==> config.mk <==
export PLATFORM = sky130hd
export DESIGN_NAME = flash_log_record_appender_flat
export DESIGN_NICKNAME = d
export VERILOG_FILES = /design/src/design/fla_pkg.sv /design/src/design/fla_in_if.sv /design/src/design/fla_out_if.sv /design/src/design/flash_log_record_appender.sv /design/src/design/fla_framer.sv /design/src/design/fla_emitter.sv /design/src/flat_wrapper.sv
export VERILOG_INCLUDE_DIRS = /design/src /design/src/design
export SDC_FILE = /design/constraint.sdc
export NUM_CORES = 1
export LEC_CHECK = 0
export ABC_CLOCK_PERIOD_IN_PS = 16300
export BUFFER_PORTS_ARGS = -buffer_cell sky130_fd_sc_hd__buf_2
export CORE_UTILIZATION = 39
export DETAILED_ROUTE_END_ITERATION = 10
export PLACE_DENSITY = 0.63
export SYNTH_ARGS = -nofsm -noshare
export SYNTH_HDL_FRONTEND = slang
export SYNTH_SLANG_ARGS = --single-unit
==> constraint.sdc <==
create_clock -name i_clk -period 16.3 [get_ports i_clk]
set_clock_uncertainty 0.05 [all_clocks]
set_input_delay 1.63 -clock i_clk [delete_from_list [all_inputs] [get_ports i_clk]]
set_output_delay 1.63 -clock i_clk [all_outputs]
set_load 0.02 [all_outputs]
==> src/design/flash_log_record_appender_defines.svh <==
// Assertion macros shared by the flash log record appender modules.
// Expects i_clk and i_rst_n in the scope of each use.
`ifndef FLASH_LOG_RECORD_APPENDER_DEFINES_SVH
`define FLASH_LOG_RECORD_APPENDER_DEFINES_SVH

// same-cycle implication
`define FLA_ASSERT_IMP(lbl, ante, cons, msg) \
    lbl: assert property (@(posedge i_clk) disable iff (!i_rst_n) (ante) |-> (cons)) \
        else $error(msg);

// next-cycle implication
`define FLA_ASSERT_NXT(lbl, ante, cons, msg) \
    lbl: assert property (@(posedge i_clk) disable iff (!i_rst_n) (ante) |=> (cons)) \
        else $error(msg);

`endif

==> src/design/fla_pkg.sv <==
// Shared types, constants and the CRC-32 step function of the flash log appender.
// No dependencies.
package fla_pkg;

    localparam int SAMPLE_WORDS_DEF = 4;
    localparam int SECTOR_BYTES_DEF = 4096;
    localparam int ADDRESS_BITS_DEF = 24;

    localparam int START_W    = 24;
    localparam int END_W      = 25;
    localparam int FADDR_W    = 24;
    localparam int CFG_IDX_W  = 1;
    localparam int CFG_DATA_W = 25;
    localparam int SLOT_N     = 6;

    localparam logic [31:0] LOG_MAGIC   = 32'h464C_4F52;
    localparam logic [31:0] CRC_POLY    = 32'hEDB8_8320;
    localparam logic [31:0] ALL_ONES    = 32'hFFFF_FFFF;
    localparam logic [31:0] COMMIT_MARK = 32'h434F_4D4D;
    localparam logic [15:0] LOG_VERSION = 16'd1;

    localparam logic OP_ERASE = 1'b0;
    localparam logic OP_WRITE = 1'b1;

    typedef enum logic [CFG_IDX_W-1:0] {
        CFG_REGION_START = 1'b0,
        CFG_REGION_END   = 1'b1
    } t_cfg_reg;

    typedef enum logic [2:0] {
        SLOT_ERASE  = 3'd0,
        SLOT_MAGIC  = 3'd1,
        SLOT_VLEN   = 3'd2,
        SLOT_SAMPLE = 3'd3,
        SLOT_CRC    = 3'd4,
        SLOT_COMMIT = 3'd5
    } t_slot;

    typedef struct packed {
        logic [SLOT_N-1:0]  mask;
        logic [FADDR_W-1:0] base;
        logic [FADDR_W-1:0] sample_addr;
        logic [31:0]        sample;
        logic [31:0]        crc;
        logic [31:0]        records;
    } t_run;

    function automatic logic [31:0] vlen_word(input int sample_words);
        logic [15:0] rec;
        rec = 16'(16 + 4 * sample_words);
        return {rec, LOG_VERSION};
    endfunction

    // reflected CRC-32 over one little-endian word, bit by bit, LSB first
    function automatic logic [31:0] crc_word(input logic [31:0] crc_in,
                                             input logic [31:0] w);
        logic [31:0] c;
        logic        fb;
        c = crc_in;
        for (int b = 0; b < 32; b++) begin
            fb = c[0] ^ w[b];
            c  = (c >> 1) ^ (CRC_POLY & {32{fb}});
        end
        return c;
    endfunction

endpackage

==> src/design/fla_in_if.sv <==
// Input channel of the flash log appender: one sample word per transfer.
// Depends on nothing.
interface fla_in_if;
    logic        valid;
    logic        ready;
    logic [31:0] sample_word;

    modport source (output valid, output sample_word, input ready);
    modport sink   (input valid, input sample_word, output ready);
endinterface

==> src/design/fla_out_if.sv <==
// Output channel of the flash log appender: one flash command per transfer.
// Depends on nothing.
interface fla_out_if;
    logic        valid;
    logic        ready;
    logic        op_kind;
    logic [23:0] flash_address;
    logic [31:0] data_word;
    logic        last_in_run;
    logic [31:0] records_done;

    modport source (output valid, output op_kind, output flash_address, output data_word,
                    output last_in_run, output records_done, input ready);
    modport sink   (input valid, input op_kind, input flash_address, input data_word,
                    input last_in_run, input records_done, output ready);
endinterface

==> src/design/flash_log_record_appender.sv <==
// Flash log record appender: frames sample words into CRC-32 protected flash records.
// Input channel i_in (fla_in_if) takes one sample word per transfer; output channel
// o_out (fla_out_if) gives one flash command (erase or word write) per transfer.
// Region start/end are set through i_cfg_we / i_cfg_index / i_cfg_wdata; the user
// must write them only while idle, as the block does not enforce it. Each sample
// word yields one to six commands: an erase when the placed record starts on a
// sector boundary, the magic and version/length words on the first sample of a
// record, the sample write, and the CRC and commit words on the last sample. The
// final command of each word carries last_in_run. A word passes through the input
// register and then the command run register before its first command is offered.
// Throughput: one command per cycle on o_out while o_out is ready; a word occupies
// the command sequencer until its last command transfers; a record of SAMPLE_WORDS
// words yields SAMPLE_WORDS+4 or SAMPLE_WORDS+5 commands. A new word is taken while
// the previous word's commands drain, into the input register.
// When o_out is stalled, the pending command holds and i_in backs up once the input
// register is full. Reset empties both stages, sets the write pointer to zero, the
// region to the whole 16 MiB space and the record count to zero.
// SECTOR_BYTES must be a power of two.
module flash_log_record_appender import fla_pkg::*; #(
    parameter int SAMPLE_WORDS = SAMPLE_WORDS_DEF,
    parameter int SECTOR_BYTES = SECTOR_BYTES_DEF,
    parameter int ADDRESS_BITS = ADDRESS_BITS_DEF
) (
    input  logic                  i_clk,
    input  logic                  i_rst_n,
    fla_in_if.sink                i_in,
    fla_out_if.source             o_out,
    input  logic                  i_cfg_we,
    input  logic [CFG_IDX_W-1:0]  i_cfg_index,
    input  logic [CFG_DATA_W-1:0] i_cfg_wdata
);

    logic run_valid;
    logic run_ready;
    t_run run;

    fla_framer #(
        .SAMPLE_WORDS (SAMPLE_WORDS),
        .SECTOR_BYTES (SECTOR_BYTES),
        .ADDRESS_BITS (ADDRESS_BITS)
    ) u_framer (
        .i_clk       (i_clk),
        .i_rst_n     (i_rst_n),
        .i_in        (i_in),
        .i_cfg_we    (i_cfg_we),
        .i_cfg_index (i_cfg_index),
        .i_cfg_wdata (i_cfg_wdata),
        .i_run_ready (run_ready),
        .o_run_valid (run_valid),
        .o_run       (run)
    );

    fla_emitter #(
        .SAMPLE_WORDS (SAMPLE_WORDS)
    ) u_emitter (
        .i_clk       (i_clk),
        .i_rst_n     (i_rst_n),
        .i_run_valid (run_valid),
        .i_run       (run),
        .o_run_ready (run_ready),
        .o_out       (o_out)
    );

endmodule

==> src/design/fla_framer.sv <==
// Input register, region registers and record placement / CRC state of the appender.
// Depends on fla_pkg, fla_in_if and the assertion macro header.
`include "flash_log_record_appender_defines.svh"
module fla_framer import fla_pkg::*; #(
    parameter int SAMPLE_WORDS = SAMPLE_WORDS_DEF,
    parameter int SECTOR_BYTES = SECTOR_BYTES_DEF,
    parameter int ADDRESS_BITS = ADDRESS_BITS_DEF
) (
    input  logic                  i_clk,
    input  logic                  i_rst_n,
    fla_in_if.sink                i_in,
    input  logic                  i_cfg_we,
    input  logic [CFG_IDX_W-1:0]  i_cfg_index,
    input  logic [CFG_DATA_W-1:0] i_cfg_wdata,
    input  logic                  i_run_ready,
    output logic                  o_run_valid,
    output t_run                  o_run
);

    localparam int POS_W     = (SAMPLE_WORDS > 1) ? $clog2(SAMPLE_WORDS) : 1;
    localparam int WP_W      = (ADDRESS_BITS > START_W) ? ADDRESS_BITS : START_W;
    localparam int CW        = ((ADDRESS_BITS > END_W) ? ADDRESS_BITS : END_W) + 2;
    localparam int SEC_W     = $clog2(SECTOR_BYTES);
    localparam int REC_BYTES = 16 + 4 * SAMPLE_WORDS;
    localparam logic [CW-1:0] LREC     = CW'(REC_BYTES);
    localparam logic [CW-1:0] LSECTOR  = CW'(SECTOR_BYTES);
    localparam logic [CW-1:0] SEC_MASK = ~CW'(SECTOR_BYTES - 1);
    localparam logic [31:0]   HDR_CRC  =
        crc_word(crc_word(ALL_ONES, LOG_MAGIC), vlen_word(SAMPLE_WORDS));

    logic                  r_in_valid;
    logic [31:0]           r_in_word;
    logic [START_W-1:0]    r_region_start;
    logic [END_W-1:0]      r_region_end;
    logic [WP_W-1:0]       r_wp, n_wp;
    logic [CW-1:0]         r_base;
    logic [31:0]           r_crc, n_crc;
    logic [POS_W-1:0]      r_pos, n_pos;
    logic [31:0]           r_records, n_records;

    logic                  step;
    logic                  rec_start;
    logic                  rec_end;
    logic                  erase;
    logic [CW-1:0]         wp_ext;
    logic [CW-1:0]         sec_end;
    logic [CW-1:0]         cand;
    logic [CW-1:0]         placed;
    logic [CW-1:0]         base_now;
    logic [CW-1:0]         next_base;
    logic [CW-1:0]         sample_addr;
    logic [31:0]           crc_new;

    assign step       = r_in_valid && i_run_ready;
    assign i_in.ready = !r_in_valid || i_run_ready;

    always_comb begin
        wp_ext      = CW'(r_wp);
        sec_end     = (wp_ext & SEC_MASK) + LSECTOR;
        cand        = (wp_ext + LREC > sec_end) ? sec_end : wp_ext;
        placed      = (cand + LREC > CW'(r_region_end)) ? CW'(r_region_start) : cand;
        erase       = (placed[SEC_W-1:0] == '0);
        rec_start   = (r_pos == '0);
        rec_end     = (r_pos == POS_W'(SAMPLE_WORDS - 1));
        base_now    = rec_start ? placed : r_base;
        crc_new     = crc_word(rec_start ? HDR_CRC : r_crc, r_in_word);
        next_base   = base_now + LREC;
        sample_addr = base_now + CW'(8) + (CW'(r_pos) << 2);

        n_wp      = r_wp;
        n_crc     = crc_new;
        n_pos     = r_pos + POS_W'(1);
        n_records = r_records;
        if (rec_end) begin
            n_crc     = ALL_ONES;
            n_pos     = '0;
            n_records = r_records + 32'd1;
            if (next_base[CW-1:ADDRESS_BITS] != '0) begin
                n_wp = WP_W'(r_region_start);
            end else begin
                n_wp = WP_W'(next_base);
            end
        end

        o_run_valid              = step;
        o_run.mask               = '0;
        o_run.mask[SLOT_ERASE]   = rec_start && erase;
        o_run.mask[SLOT_MAGIC]   = rec_start;
        o_run.mask[SLOT_VLEN]    = rec_start;
        o_run.mask[SLOT_SAMPLE]  = 1'b1;
        o_run.mask[SLOT_CRC]     = rec_end;
        o_run.mask[SLOT_COMMIT]  = rec_end;
        o_run.base               = base_now[FADDR_W-1:0];
        o_run.sample_addr        = sample_addr[FADDR_W-1:0];
        o_run.sample             = r_in_word;
        o_run.crc                = ~crc_new;
        o_run.records            = n_records;
    end

    always_ff @(posedge i_clk) begin
        if (!i_rst_n) begin
            r_in_valid     <= 1'b0;
            r_region_start <= '0;
            r_region_end   <= END_W'(25'h100_0000);
            r_wp           <= '0;
            r_base         <= '0;
            r_crc          <= ALL_ONES;
            r_pos          <= '0;
            r_records      <= '0;
        end else begin
            if (i_in.valid && i_in.ready) begin
                r_in_valid <= 1'b1;
            end else if (step) begin
                r_in_valid <= 1'b0;
            end
            if (i_cfg_we) begin
                unique case (t_cfg_reg'(i_cfg_index))
                    CFG_REGION_START: r_region_start <= i_cfg_wdata[START_W-1:0];
                    CFG_REGION_END:   r_region_end   <= i_cfg_wdata[END_W-1:0];
                endcase
            end
            if (step) begin
                r_wp      <= n_wp;
                r_base    <= base_now;
                r_crc     <= n_crc;
                r_pos     <= n_pos;
                r_records <= n_records;
            end
        end
    end

    always_ff @(posedge i_clk) begin
        if (i_in.valid && i_in.ready) begin
            r_in_word <= i_in.sample_word;
        end
    end

    `FLA_ASSERT_IMP(a_erase_aligned, o_run_valid && o_run.mask[SLOT_ERASE],
        o_run.base[SEC_W-1:0] == '0, "erase issued at unaligned address")
    `FLA_ASSERT_IMP(a_header_pair, o_run_valid,
        o_run.mask[SLOT_MAGIC] == o_run.mask[SLOT_VLEN], "header words split")
    `FLA_ASSERT_NXT(a_pos_wrap, step && rec_end,
        r_pos == '0, "word position not cleared after record end")

endmodule

==> src/design/fla_emitter.sv <==
// Command run register and output sequencer: emits the queued commands of one step in order.
// Depends on fla_pkg, fla_out_if and the assertion macro header.
`include "flash_log_record_appender_defines.svh"
module fla_emitter import fla_pkg::*; #(
    parameter int SAMPLE_WORDS = SAMPLE_WORDS_DEF
) (
    input  logic       i_clk,
    input  logic       i_rst_n,
    input  logic       i_run_valid,
    input  t_run       i_run,
    output logic       o_run_ready,
    fla_out_if.source  o_out
);

    localparam logic [FADDR_W-1:0] TAIL_OFS = FADDR_W'(8 + 4 * SAMPLE_WORDS);
    localparam logic [31:0]        VLEN     = vlen_word(SAMPLE_WORDS);

    logic [SLOT_N-1:0]  r_mask, n_mask;
    logic [FADDR_W-1:0] r_base;
    logic [FADDR_W-1:0] r_sample_addr;
    logic [31:0]        r_sample;
    logic [31:0]        r_crc;
    logic [31:0]        r_records;

    t_slot              sel;
    logic [SLOT_N-1:0]  mask_clr;
    logic               last;
    logic               xfer;

    always_comb begin
        sel = SLOT_COMMIT;
        for (int i = SLOT_N - 1; i >= 0; i--) begin
            if (r_mask[i]) begin
                sel = t_slot'(3'(i));
            end
        end
        mask_clr    = r_mask & ~(SLOT_N'(1) << sel);
        last        = (mask_clr == '0);
        xfer        = o_out.valid && o_out.ready;
        o_run_ready = (r_mask == '0) || (xfer && last);
        n_mask      = r_mask;
        if (i_run_valid && o_run_ready) begin
            n_mask = i_run.mask;
        end else if (xfer) begin
            n_mask = mask_clr;
        end
    end

    always_comb begin
        o_out.valid        = (r_mask != '0);
        o_out.last_in_run  = last;
        o_out.records_done = r_records;
        unique case (sel)
            SLOT_ERASE: begin
                o_out.op_kind       = OP_ERASE;
                o_out.flash_address = r_base;
                o_out.data_word     = '0;
            end
            SLOT_MAGIC: begin
                o_out.op_kind       = OP_WRITE;
                o_out.flash_address = r_base;
                o_out.data_word     = LOG_MAGIC;
            end
            SLOT_VLEN: begin
                o_out.op_kind       = OP_WRITE;
                o_out.flash_address = r_base + FADDR_W'(4);
                o_out.data_word     = VLEN;
            end
            SLOT_SAMPLE: begin
                o_out.op_kind       = OP_WRITE;
                o_out.flash_address = r_sample_addr;
                o_out.data_word     = r_sample;
            end
            SLOT_CRC: begin
                o_out.op_kind       = OP_WRITE;
                o_out.flash_address = r_base + TAIL_OFS;
                o_out.data_word     = r_crc;
            end
            SLOT_COMMIT: begin
                o_out.op_kind       = OP_WRITE;
                o_out.flash_address = r_base + TAIL_OFS + FADDR_W'(4);
                o_out.data_word     = COMMIT_MARK;
            end
            default: begin
                o_out.op_kind       = OP_WRITE;
                o_out.flash_address = '0;
                o_out.data_word     = '0;
            end
        endcase
    end

    always_ff @(posedge i_clk) begin
        if (!i_rst_n) begin
            r_mask <= '0;
        end else begin
            r_mask <= n_mask;
        end
    end

    always_ff @(posedge i_clk) begin
        if (i_run_valid && o_run_ready) begin
            r_base        <= i_run.base;
            r_sample_addr <= i_run.sample_addr;
            r_sample      <= i_run.sample;
            r_crc         <= i_run.crc;
            r_records     <= i_run.records;
        end
    end

    `FLA_ASSERT_IMP(a_sample_queued, i_run_valid && o_run_ready,
        i_run.mask[SLOT_SAMPLE], "run loaded without sample write")
    `FLA_ASSERT_NXT(a_stall_hold, o_out.valid && !o_out.ready,
        $stable(r_mask), "pending commands changed during stall")
    `FLA_ASSERT_IMP(a_last_single, o_out.valid && o_out.last_in_run,
        $onehot(r_mask), "last flag with more commands pending")

endmodule
==> src/flat_wrapper.sv <==
// flat-port wrapper written by rule: the top's interface ports become plain ports
module flash_log_record_appender_flat import fla_pkg::*;
#(
    parameter int SAMPLE_WORDS = SAMPLE_WORDS_DEF,
    parameter int SECTOR_BYTES = SECTOR_BYTES_DEF,
    parameter int ADDRESS_BITS = ADDRESS_BITS_DEF
)
  (i_clk, i_rst_n, i_cfg_we, i_cfg_index, i_cfg_wdata, i_in_valid, i_in_sample_word, i_in_ready, o_out_valid, o_out_op_kind, o_out_flash_address, o_out_data_word, o_out_last_in_run, o_out_records_done, o_out_ready);
  fla_in_if i_in_i ();
  fla_out_if o_out_i ();
  input  logic i_clk;
  input  logic i_rst_n;
  input  logic i_cfg_we;
  input  logic [CFG_IDX_W-1:0] i_cfg_index;
  input  logic [CFG_DATA_W-1:0] i_cfg_wdata;
  input wire logic [$bits(i_in_i.valid)-1:0] i_in_valid;
  input wire logic [$bits(i_in_i.sample_word)-1:0] i_in_sample_word;
  output wire logic [$bits(i_in_i.ready)-1:0] i_in_ready;
  output wire logic [$bits(o_out_i.valid)-1:0] o_out_valid;
  output wire logic [$bits(o_out_i.op_kind)-1:0] o_out_op_kind;
  output wire logic [$bits(o_out_i.flash_address)-1:0] o_out_flash_address;
  output wire logic [$bits(o_out_i.data_word)-1:0] o_out_data_word;
  output wire logic [$bits(o_out_i.last_in_run)-1:0] o_out_last_in_run;
  output wire logic [$bits(o_out_i.records_done)-1:0] o_out_records_done;
  input wire logic [$bits(o_out_i.ready)-1:0] o_out_ready;
  assign i_in_i.valid = i_in_valid;
  assign i_in_i.sample_word = i_in_sample_word;
  assign i_in_ready = i_in_i.ready;
  assign o_out_valid = o_out_i.valid;
  assign o_out_op_kind = o_out_i.op_kind;
  assign o_out_flash_address = o_out_i.flash_address;
  assign o_out_data_word = o_out_i.data_word;
  assign o_out_last_in_run = o_out_i.last_in_run;
  assign o_out_records_done = o_out_i.records_done;
  assign o_out_i.ready = o_out_ready;
  flash_log_record_appender #(.SAMPLE_WORDS(SAMPLE_WORDS), .SECTOR_BYTES(SECTOR_BYTES), .ADDRESS_BITS(ADDRESS_BITS)) u_core (.i_clk(i_clk), .i_rst_n(i_rst_n), .i_in(i_in_i), .o_out(o_out_i), .i_cfg_we(i_cfg_we), .i_cfg_index(i_cfg_index), .i_cfg_wdata(i_cfg_wdata));
endmodule
Yosys cells after proc, flatten, opt, wreduce, memory -nomap -nowiden
Index checks and enable logic that the tools add are counted.
- register bits after elaboration: 349
- bits in latches: 0
- memory bits (writable): 0
- memory bits (read-only): 0
- bits of input ports: 63
- output and inout port bits: 92
- word-level logic and storage cells: 145
- memories: 0
- add/sub/neg operators: 11
- $mul: 0
- divide/modulo/power cells: 0
- $lt $le $gt $ge: 2
- eq/ne operators: 6
- shift-type cells: 1
- muxes and demuxes: 20
- bitwise logic cells: 68
- reductions and logical operators: 22
- operator list (operator ; count):
    31-bit by 32-bit bitwise XOR with 32-bit output ; 32
    32-bit case mux with 5 select lines ; 1
    24-bit case mux with 5 select lines ; 1
    32-bit 2-to-1 mux ; 3
    25-bit 2-to-1 mux ; 2
    24-bit by 3-bit adder with 24-bit output, second input constant ; 2
    32-bit by 1-bit adder with 32-bit output, second input constant ; 1
    32-bit inverter ; 1
    1-bit bitwise XOR ; 32
    27-bit by 6-bit adder with 27-bit output, second input constant ; 1
    27-bit 2-to-1 mux ; 1
    25-bit by 6-bit adder with 26-bit output, second input constant ; 1
    26-bit by 25-bit > comparator with 1-bit output ; 1
    24-bit by 13-bit adder with 25-bit output, second input constant ; 1
    24-bit by 6-bit adder with 25-bit output, second input constant ; 1
    25-bit > comparator ; 1
    24-bit by 4-bit adder with 24-bit output ; 1
    24-bit by 4-bit adder with 24-bit output, second input constant ; 1
    24-bit by 5-bit adder with 24-bit output, second input constant ; 1
    24-bit 2-to-1 mux ; 1
    12-bit zero test ; 1
    6-bit zero test ; 2
    3-bit 2-to-1 mux ; 4
    6-bit 2-to-1 mux ; 2
    other kinds (21) ; 35

Depth between registers and ports, before layout
Gate-level depths: netlist of run 1.
- depth in word-level cells: 67
- depth in mapped cells: 42
- depth with buffers taken out: 39

By module
Synthesis of run 1 repeated with hierarchy kept, for this count alone.
- cells, all modules: 2372
- area total of the unflattened synthesis: 22546.6 um^2
- by module, submodules not included (module ; instances ; cells an instance ; area an instance (um^2) ; seq. area each (um^2)):
    fla_framer ; 1 ; 1800 ; 15474.8 ; 4304.1
    fla_emitter ; 1 ; 572 ; 7071.8 ; 4444.3

Worst setup path before layout of run 1
OpenSTA, ideal clock, no wires.
- path kind: register -> register
- from: reg u_core.u_framer.r_wp[12]
- to: reg u_core.u_emitter.r_sample_addr[13], data pin
- library setup time: 258 ps
- arrival: 8667 ps
- data required time: 15992 ps
- path slack: 7325 ps
- cell stages (with the launch flop): 42
- buffers on the path: 5
- period minus slack after synthesis: 8975 ps
- cell sequence: dfxtp_1 -> ha_1 -> and3_1 -> and3_1 -> and3_1 -> and3_1 -> nand2_1 -> xnor2_1 -> ha_1 -> a21oi_1 -> nor2b_1 -> o21ai_0 -> o211ai_1 -> o21ai_0 -> clkbuf_1 -> clkbuf_1 -> and2_1 -> ha_1 -> [6 not listed] -> ha_1 -> a21o_1 -> a21o_1 -> a21o_1 -> a2111o_1 -> o21ai_1 -> clkbuf_1 -> buf_1 -> mux2i_1 -> a21oi_1 -> ha_1 -> ha_1 -> inv_1 -> fa_1 -> clkbuf_1 -> nor4_1 -> nand3_1 -> xnor2_1
- RTL lines (element ; RTL line ; RTL):
    start: declaration ; fla_framer.sv:35 ; logic [WP_W-1:0] r_wp, n_wp;
    start signal: assignment ; fla_framer.sv:123 ; r_wp <= n_wp;
    end signal: assignment ; fla_emitter.sv:103 ; r_sample_addr <= i_run.sample_addr;
    end: declaration ; fla_emitter.sv:20 ; logic [FADDR_W-1:0] r_sample_addr;

==> summary.md, run 1 <==
| Metric | Value |
|---|---|
| Status | complete, no violations |
| Critical path's slowest cell | dfxtp_1 |
| CP Launch Type | register |
| Area Overhead vs Synth | 12.61% |
| H-tree levels | 2 |
| Clk buf depth | 3 |
| # hold bufs at CTS | 0 |
| Top-area cell type share of the netlist area | between 20% and 30% |
| Share of cells above drive strength 1 | around an eighth |
| Resized Gates After CTS | 0 |
| Tot GR Track Use | around 22% |
| YS warnings | 0 |
| Fin. Hold Viols | 0 |
| Antenna violations before repair | 3 |
| IO Port Bufs | around 150 |
| Post-route ant nets | 0 |
| RSZ-0062 raised after global routing | no |
| Setup Buffers After CTS | 0 |
| Sequential share of the synthesized area | approximately 41% |
| Vias in the first global route | 15610 |
| Worst slew pin tran | 1.088 ns |
| Rel. slew slack | 27.37% |
| Slowest cell delay on critical path | 0.48 ns |
| Fillers | roughly 5100 |
| Post-synth EDFFs | 174 |
| Top-count cell post-synth | nand2_1 |
| Floorplan row count | between 80 and 90 |
| Final worst path period need | 9.854 ns |
| Grt ovf | 0 |
| Syn Area/Cell | between 9 and 10 um^2 |
| Pre-antenna DRT Iters | 6 |
| Die Height | 234.3 um |
| GPL Wtd Cong | ~0.9 |
| Max-cap violations | 0 |
| DRT iter0 DRCs | between 1000 and 1500 |
| Die W | around 230 um |
| Initial Util | roughly two fifths |
| Placed wire-length estimate | between 40 and 50 mm |
| Cell taking the most area after synthesis | edfxtp_1 |
| Pin count of the biggest net entering global routing | 97 |
| Crit-path max FO | 36 |
| Clock root buffer master | clkbuf_16 |
| Setup Crit Path Kind | reg2reg |
| Synth top area cells | edfxtp_1, dfxtp_1, xnor2_1 |
| Setup Viol. Count Final | 0 |
| Total wire length | about 60 mm |
| CTS tree | yes |
| Setup_tns | 0 ns |
| Drt via density | between 5 and 6 |
| Cell count after synthesis | roughly 2300 |
| Per-cell routed wire length | between 15 and 20 um |
| DRC violation count after routing | 0 |
| Global-route wire length before repair | 91.94 mm |
| Worst Path Arrival | 10.26 ns |
| CP required | about 17 ns |
| Top Ports | 155 |
| Hold WC Path Type | reg2reg |
| Mapped cell area | 21040 um^2 |
| Net Count, Synth | about 2400 |
| Core area | approximately 53000 um^2 |
| Fmax | about 100 MHz |
| Synth Flop Type | edfxtp_1 |
| Final period util | 60.46% |
| DR vias | approximately 16000 |
| Final Max Slew Viols | 0 |
| Clk sinks | around 350 |
| Die area | roughly 55000 um^2 |
| Worst setup EP type | register |
| Clk Latency, worst-skew pair | 0.57 ns |
| Fin nets | 2441 |
| CP dominant cell by count | ha_1 |
| Async S/R FF share, synth | 0% |
| Most frequent cells after synthesis | nand2_1, xnor2_1, nor2_1 |
| Distinct cell type count after synthesis | between 70 and 80 |
| Flops & latches, synth | roughly 350 |
| Clk slew on worst S/H paths | 0.06 ns |
| Inserted Clock Buffers | 38 |
==> per-stage QoR <==
stage	util [%]	cell area [um^2]	worst slack, ns	hold slack (ns)	std cells
after floorplan	-	21040	7.325	0.3706	2251
after global placement	42.12	22310	6.922	0.3881	2974
after detailed placement	42.12	22310	6.563	0.4008	2974
after CTS	44.71	23690	6.523	0.4108	3044
after global routing	44.72	23690	5.687	0.4201	3046
final	44.73	23690	6.446	0.4101	3047
==> worst max-delay path, delay by kind of cell, from the launching register on <==
| family | cells | cell delay, ns |
|---|---|---|
| AO/OA/AOI/OAI | 10 | 2.25 |
| XOR/XNOR | 2 | 0.28 |
| adder cells (fa/ha/maj) | 5 | 1.30 |
| buffers and inverters | 4 | 1.24 |
| flip-flops | 1 | 0.48 |
| multiplexers | 1 | 0.18 |
| AND/OR/NAND/NOR | 18 | 3.90 |
==> placed cells by master, fill, tap and decap left out, types with 26 or more instances in the layout <==
| master | Yosys | final |
|---|---|---|
| nand2_1 | 309 | 309 |
| xnor2_1 | 286 | 286 |
| nor2_1 | 186 | 183 |
| edfxtp_1 | 174 | 174 |
| dfxtp_1 | 173 | 173 |
| buf_2 | 13 | 154 |
| xor2_1 | 130 | 130 |
| a21oi_1 | 117 | 116 |
| o21ai_0 | 95 | 93 |
| inv_1 | 63 | 61 |
| nand3_1 | 56 | 56 |
| ha_1 | 51 | 50 |
| a21boi_0 | 45 | 45 |
| o211ai_1 | 41 | 41 |
| clkbuf_16 | 0 | 40 |
| nor3_1 | 38 | 37 |
| mux2i_1 | 26 | 26 |
==> routing by layer <==
layer / track usage (%) / routed length [um]
met5: 0 / 0
met4: 4.241 / 796
met2: 35.49 / 28050
met3: 3.064 / 3092
met1: 30.51 / 27730
==> kinds of logic after synthesis <==
group	count (synthesis)	synth area share, %
buffers and inverters	204	3.806
AO/OA/AOI/OAI	423	12.80
AND/OR/NAND/NOR	726	15.28
flip-flops	347	41.29
XOR/XNOR	468	22.19
multiplexers	30	1.451
adder cells (fa/ha/maj)	53	3.176
==> sequential cells by signal (all words and copies together), names as in the netlist, 2 cells and up <==
register and count:
u_core.u_emitter.o_out.records_done 32, u_core.u_emitter.r_base 24, u_core.u_emitter.r_crc 32, u_core.u_emitter.r_mask 6, u_core.u_emitter.r_sample 32, u_core.u_emitter.r_sample_addr 22
u_core.u_framer.r_base 27, u_core.u_framer.r_crc 32, u_core.u_framer.r_in_word 32, u_core.u_framer.r_pos 2, u_core.u_framer.r_records 32, u_core.u_framer.r_region_end 25
u_core.u_framer.r_region_start 24, u_core.u_framer.r_wp 24
==> worst paths after layout <==
| path | startpoint | endpoint | slack (ns) | cells after the start |
|---|---|---|---|---|
| max | u_core.u_framer.r_wp[6] | u_core.u_framer.r_wp[22] | 6.45 | 40 |
| min | u_core.u_framer.r_base[14] | u_core.u_framer.r_base[14] | 0.41 | 2 |
| max reg2reg | u_core.u_framer.r_wp[6] | u_core.u_framer.r_wp[22] | 6.45 | 40 |
| min reg2reg | u_core.u_framer.r_base[14] | u_core.u_framer.r_base[14] | 0.41 | 2 |
==> cell type report <==
type	count	area (um^2)	area share [%]
multi-input combinational	1700	11590	48.91
sequential	347	8688	36.67
clock buffer	49	1085	4.579
timing repair buffer	175	928.4	3.918
tap	688	860.8	3.633
clock inverter	21	289.0	1.220
inverter	64	245.2	1.035
antenna	3	7.507	0.03169
Power of run 1 is not shown: default switching activity piles up to over one toggle a cycle in this logic, so the estimate is an artifact.
==> inputs of run 2 (changes only) <==
- ABC_CLOCK_PERIOD_IN_PS: 16300 -> 9600
- clock period: 16.3 -> 9.6 ns (I/O delays scaled with it)
==> run 2 against run 1 <==
  * Die area stayed put
  * Critical endpoint is now u_core.u_emitter.r_sample_addr[13]
  * Utilization is 0.12 points higher
  * Critical path type unchanged
  * Cell count is 0.46% higher
  * Largest cell class unchanged
  * Global-route usage decreased by 0.34 points
  * Register-to-register slack got worse by 5.8 ns
  * Critical path depth decreased by 1
  * Setup slack worse by 5.8 ns
  * Fmax up 9.9%
  * Worst hold slack got worse by 0.0085 ns
  * Highest routed layer is now met5
  * Count of clock-buffer cells in the layout up 4
==> summary.md, run 2 (synthesis gave the netlist of run 1 again) <==
| Metric | Value |
|---|---|
| Fin util | around 45% |
| Hold depth | 2 |
| Final period util | between 90 and 100% |
| Cell family with the largest share of critical-path delay | simple AND/OR/NAND/NOR gates |
| Hold-critical path endpoint | u_core.u_framer.r_base[18] |
| Per-cell routed wire length | slightly below 20 um |
| H-tree levels | 2 |
| IO Port Bufs | approximately 150 |
| Hold WC Path Type | reg2reg |
| Clk slew on worst S/H paths | around 0.060 ns |
| GPL Wtd Cong | between 0.9 and 1 |
| Floorplan row count | 84 |
| Tot GR Track Use | about a fifth |
| Max-cap violations | 0 |
| Setup_tns | 0 ns |
| Reg2reg start | u_core.u_framer.r_wp[12] |
| Clk Latency, worst-skew pair | about 0.57 ns |
| CTS tree | yes |
| Die W | around 230 um |
| Fmax | about 110 MHz |
| Critical path's slowest cell | dfxtp_1 |
| Total wire length | 59.27 mm |
| Global-route wire length before repair | 90.68 mm |
| Pin count of the biggest net entering global routing | 87 |
| Setup Crit Path Kind | reg2reg |
| Slowest cell delay on critical path | a little under 0.5 ns |
| Core area | ~53000 um^2 |
| Rel. slew slack | roughly 13% |
| Fin. Hold Viols | 0 |
| Clock root buffer master | clkbuf_16 |
| Final Max Slew Viols | 0 |
| Worst R2R Setup Slack | ~0.63 ns |
| CP dominant cell by count | ha_1 |
| Leading cell type in the layout, fill and taps excluded | nand2_1 |
| CP required | just under 10 ns |
| Clk sinks | ~350 |
| Inserted Clock Buffers | 39 |
| Placed wire-length estimate | approximately 44 mm |
| Grt ovf | 0 |
| Clk buf depth | 3 |
| Antenna cells | 0 |
| Status | complete, no violations |
| Worst Path Arrival | between 9 and 10 ns |
| Worst setup EP type | register |
| Area Overhead vs Synth | 12.90% |
| Share of cells above drive strength 1 | a little over an eighth |
| Fin nets | roughly 2500 |
| Antenna violations before repair | 2 |
| Crit-path max FO | 11 |
| Hold path startpoint | u_core.u_framer.r_base[18] |
| DRC violation count after routing | 0 |
| Initial Util | about two fifths |
| CP Launch Type | register |
| Worst path bufs/invs | 4 |
| Drt via density | around 5.4 |
| Reg2Reg Depth | 39 |
| Worst slew pin tran | between 1 and 1.5 ns |
| R2r endpoint | u_core.u_emitter.r_sample_addr[13] |
| Vias in the first global route | roughly 16000 |
| Die Height | approximately 230 um |
| Final worst path period need | about 9 ns |
| Post-route ant nets | 0 |
| DRT iter0 DRCs | 1255 |
| Pre-antenna DRT Iters | 6 |
| Die area | roughly 55000 um^2 |
| Top Ports | between 150 and 200 |
| Setup Viol. Count Final | 0 |
| DR vias | 16580 |
| Most frequent cells in the layout | nand2_1, xnor2_1, nor2_1 |
## run 2: changes by cell type in the layout (fill, tap and decap cells not counted), moves of 3 or more
| cell | previous run | this run |
|---|---|---|
| buf_4 | 21 | 35 |
| clkbuf_1 | 4 | 10 |
| clkinv_2 | 5 | 8 |
| diode_2 | 3 | 0 |
| nor3_1 | 37 | 34 |
## run 2: worst max-delay path by stage
stage,end,cells after the start,startpoint,slack [ns]
floorplan,u_core.u_emitter.r_sample_addr[13],41,u_core.u_framer.r_wp[12],0.62
global placement,u_core.u_framer.r_wp[20],39,u_core.u_framer.r_wp[6],0.44
detailed placement,u_core.u_framer.r_wp[20],39,u_core.u_framer.r_wp[6],0.09
CTS,u_core.u_framer.r_wp[20],39,u_core.u_framer.r_wp[6],0.07
global route,u_core.u_framer.r_wp[14],40,u_core.u_framer.r_wp[12],-0.03
finish,u_core.u_emitter.r_sample_addr[13],39,u_core.u_framer.r_wp[12],0.63
## run 2: metrics by stage
| stage | cells | hold slack, ns | setup WS (ns) | cell area (um^2) |
|---|---|---|---|---|
| floorplan | 2251 | 0.3706 | 0.6247 | 21040 |
| global placement | 2987 | 0.3898 | 0.4433 | 22420 |
| detailed placement | 2987 | 0.3962 | 0.08693 | 22420 |
| CTS | 3058 | 0.4045 | 0.06864 | 23680 |
| global route | 3061 | 0.4200 | -0.02717 | 23750 |
| finish | 3061 | 0.4016 | 0.6331 | 23750 |
## run 2: worst min-delay path, cell delays in order (launching register included)
cell and delay, ns:
dfxtp_1 0.31, nand2_1 0.05, a21oi_1 0.05
## run 2: area by class of cell
class                   instances  area [um^2]
clock buffers                  53         1069
clock inverters                18        192.7
fillers                      5127        29220
inverters                      64        245.2
multi-input cells            1700        11630
flip-flops and latches        347         8688
well taps                     688        860.8
repair buffers                191         1065
## run 2: timing repair
action | CTS | global route
gates resized for setup | 0 | 10
endpoints found under the hold margin | 0 | 0
hold buffers | 0 | 0
buffers inserted | 0 | 3
setup endpoints to repair | 0 | 41
## run 2: metal layers
| metal | vias up | track usage (%) | part of all wire (%) |
|---|---|---|---|
| met2 | 462 | 35.12 | 47 |
| met3 | 72 | 2.517 | 5.3 |
| met1 | 8114 | 29.68 | 46 |
| li1 | 7925 | - | - |
| met5 | - | 0 | 0.046 |
| met4 | 4 | 5.519 | 2.0 |
Power of run 2 is left out for the same reason.
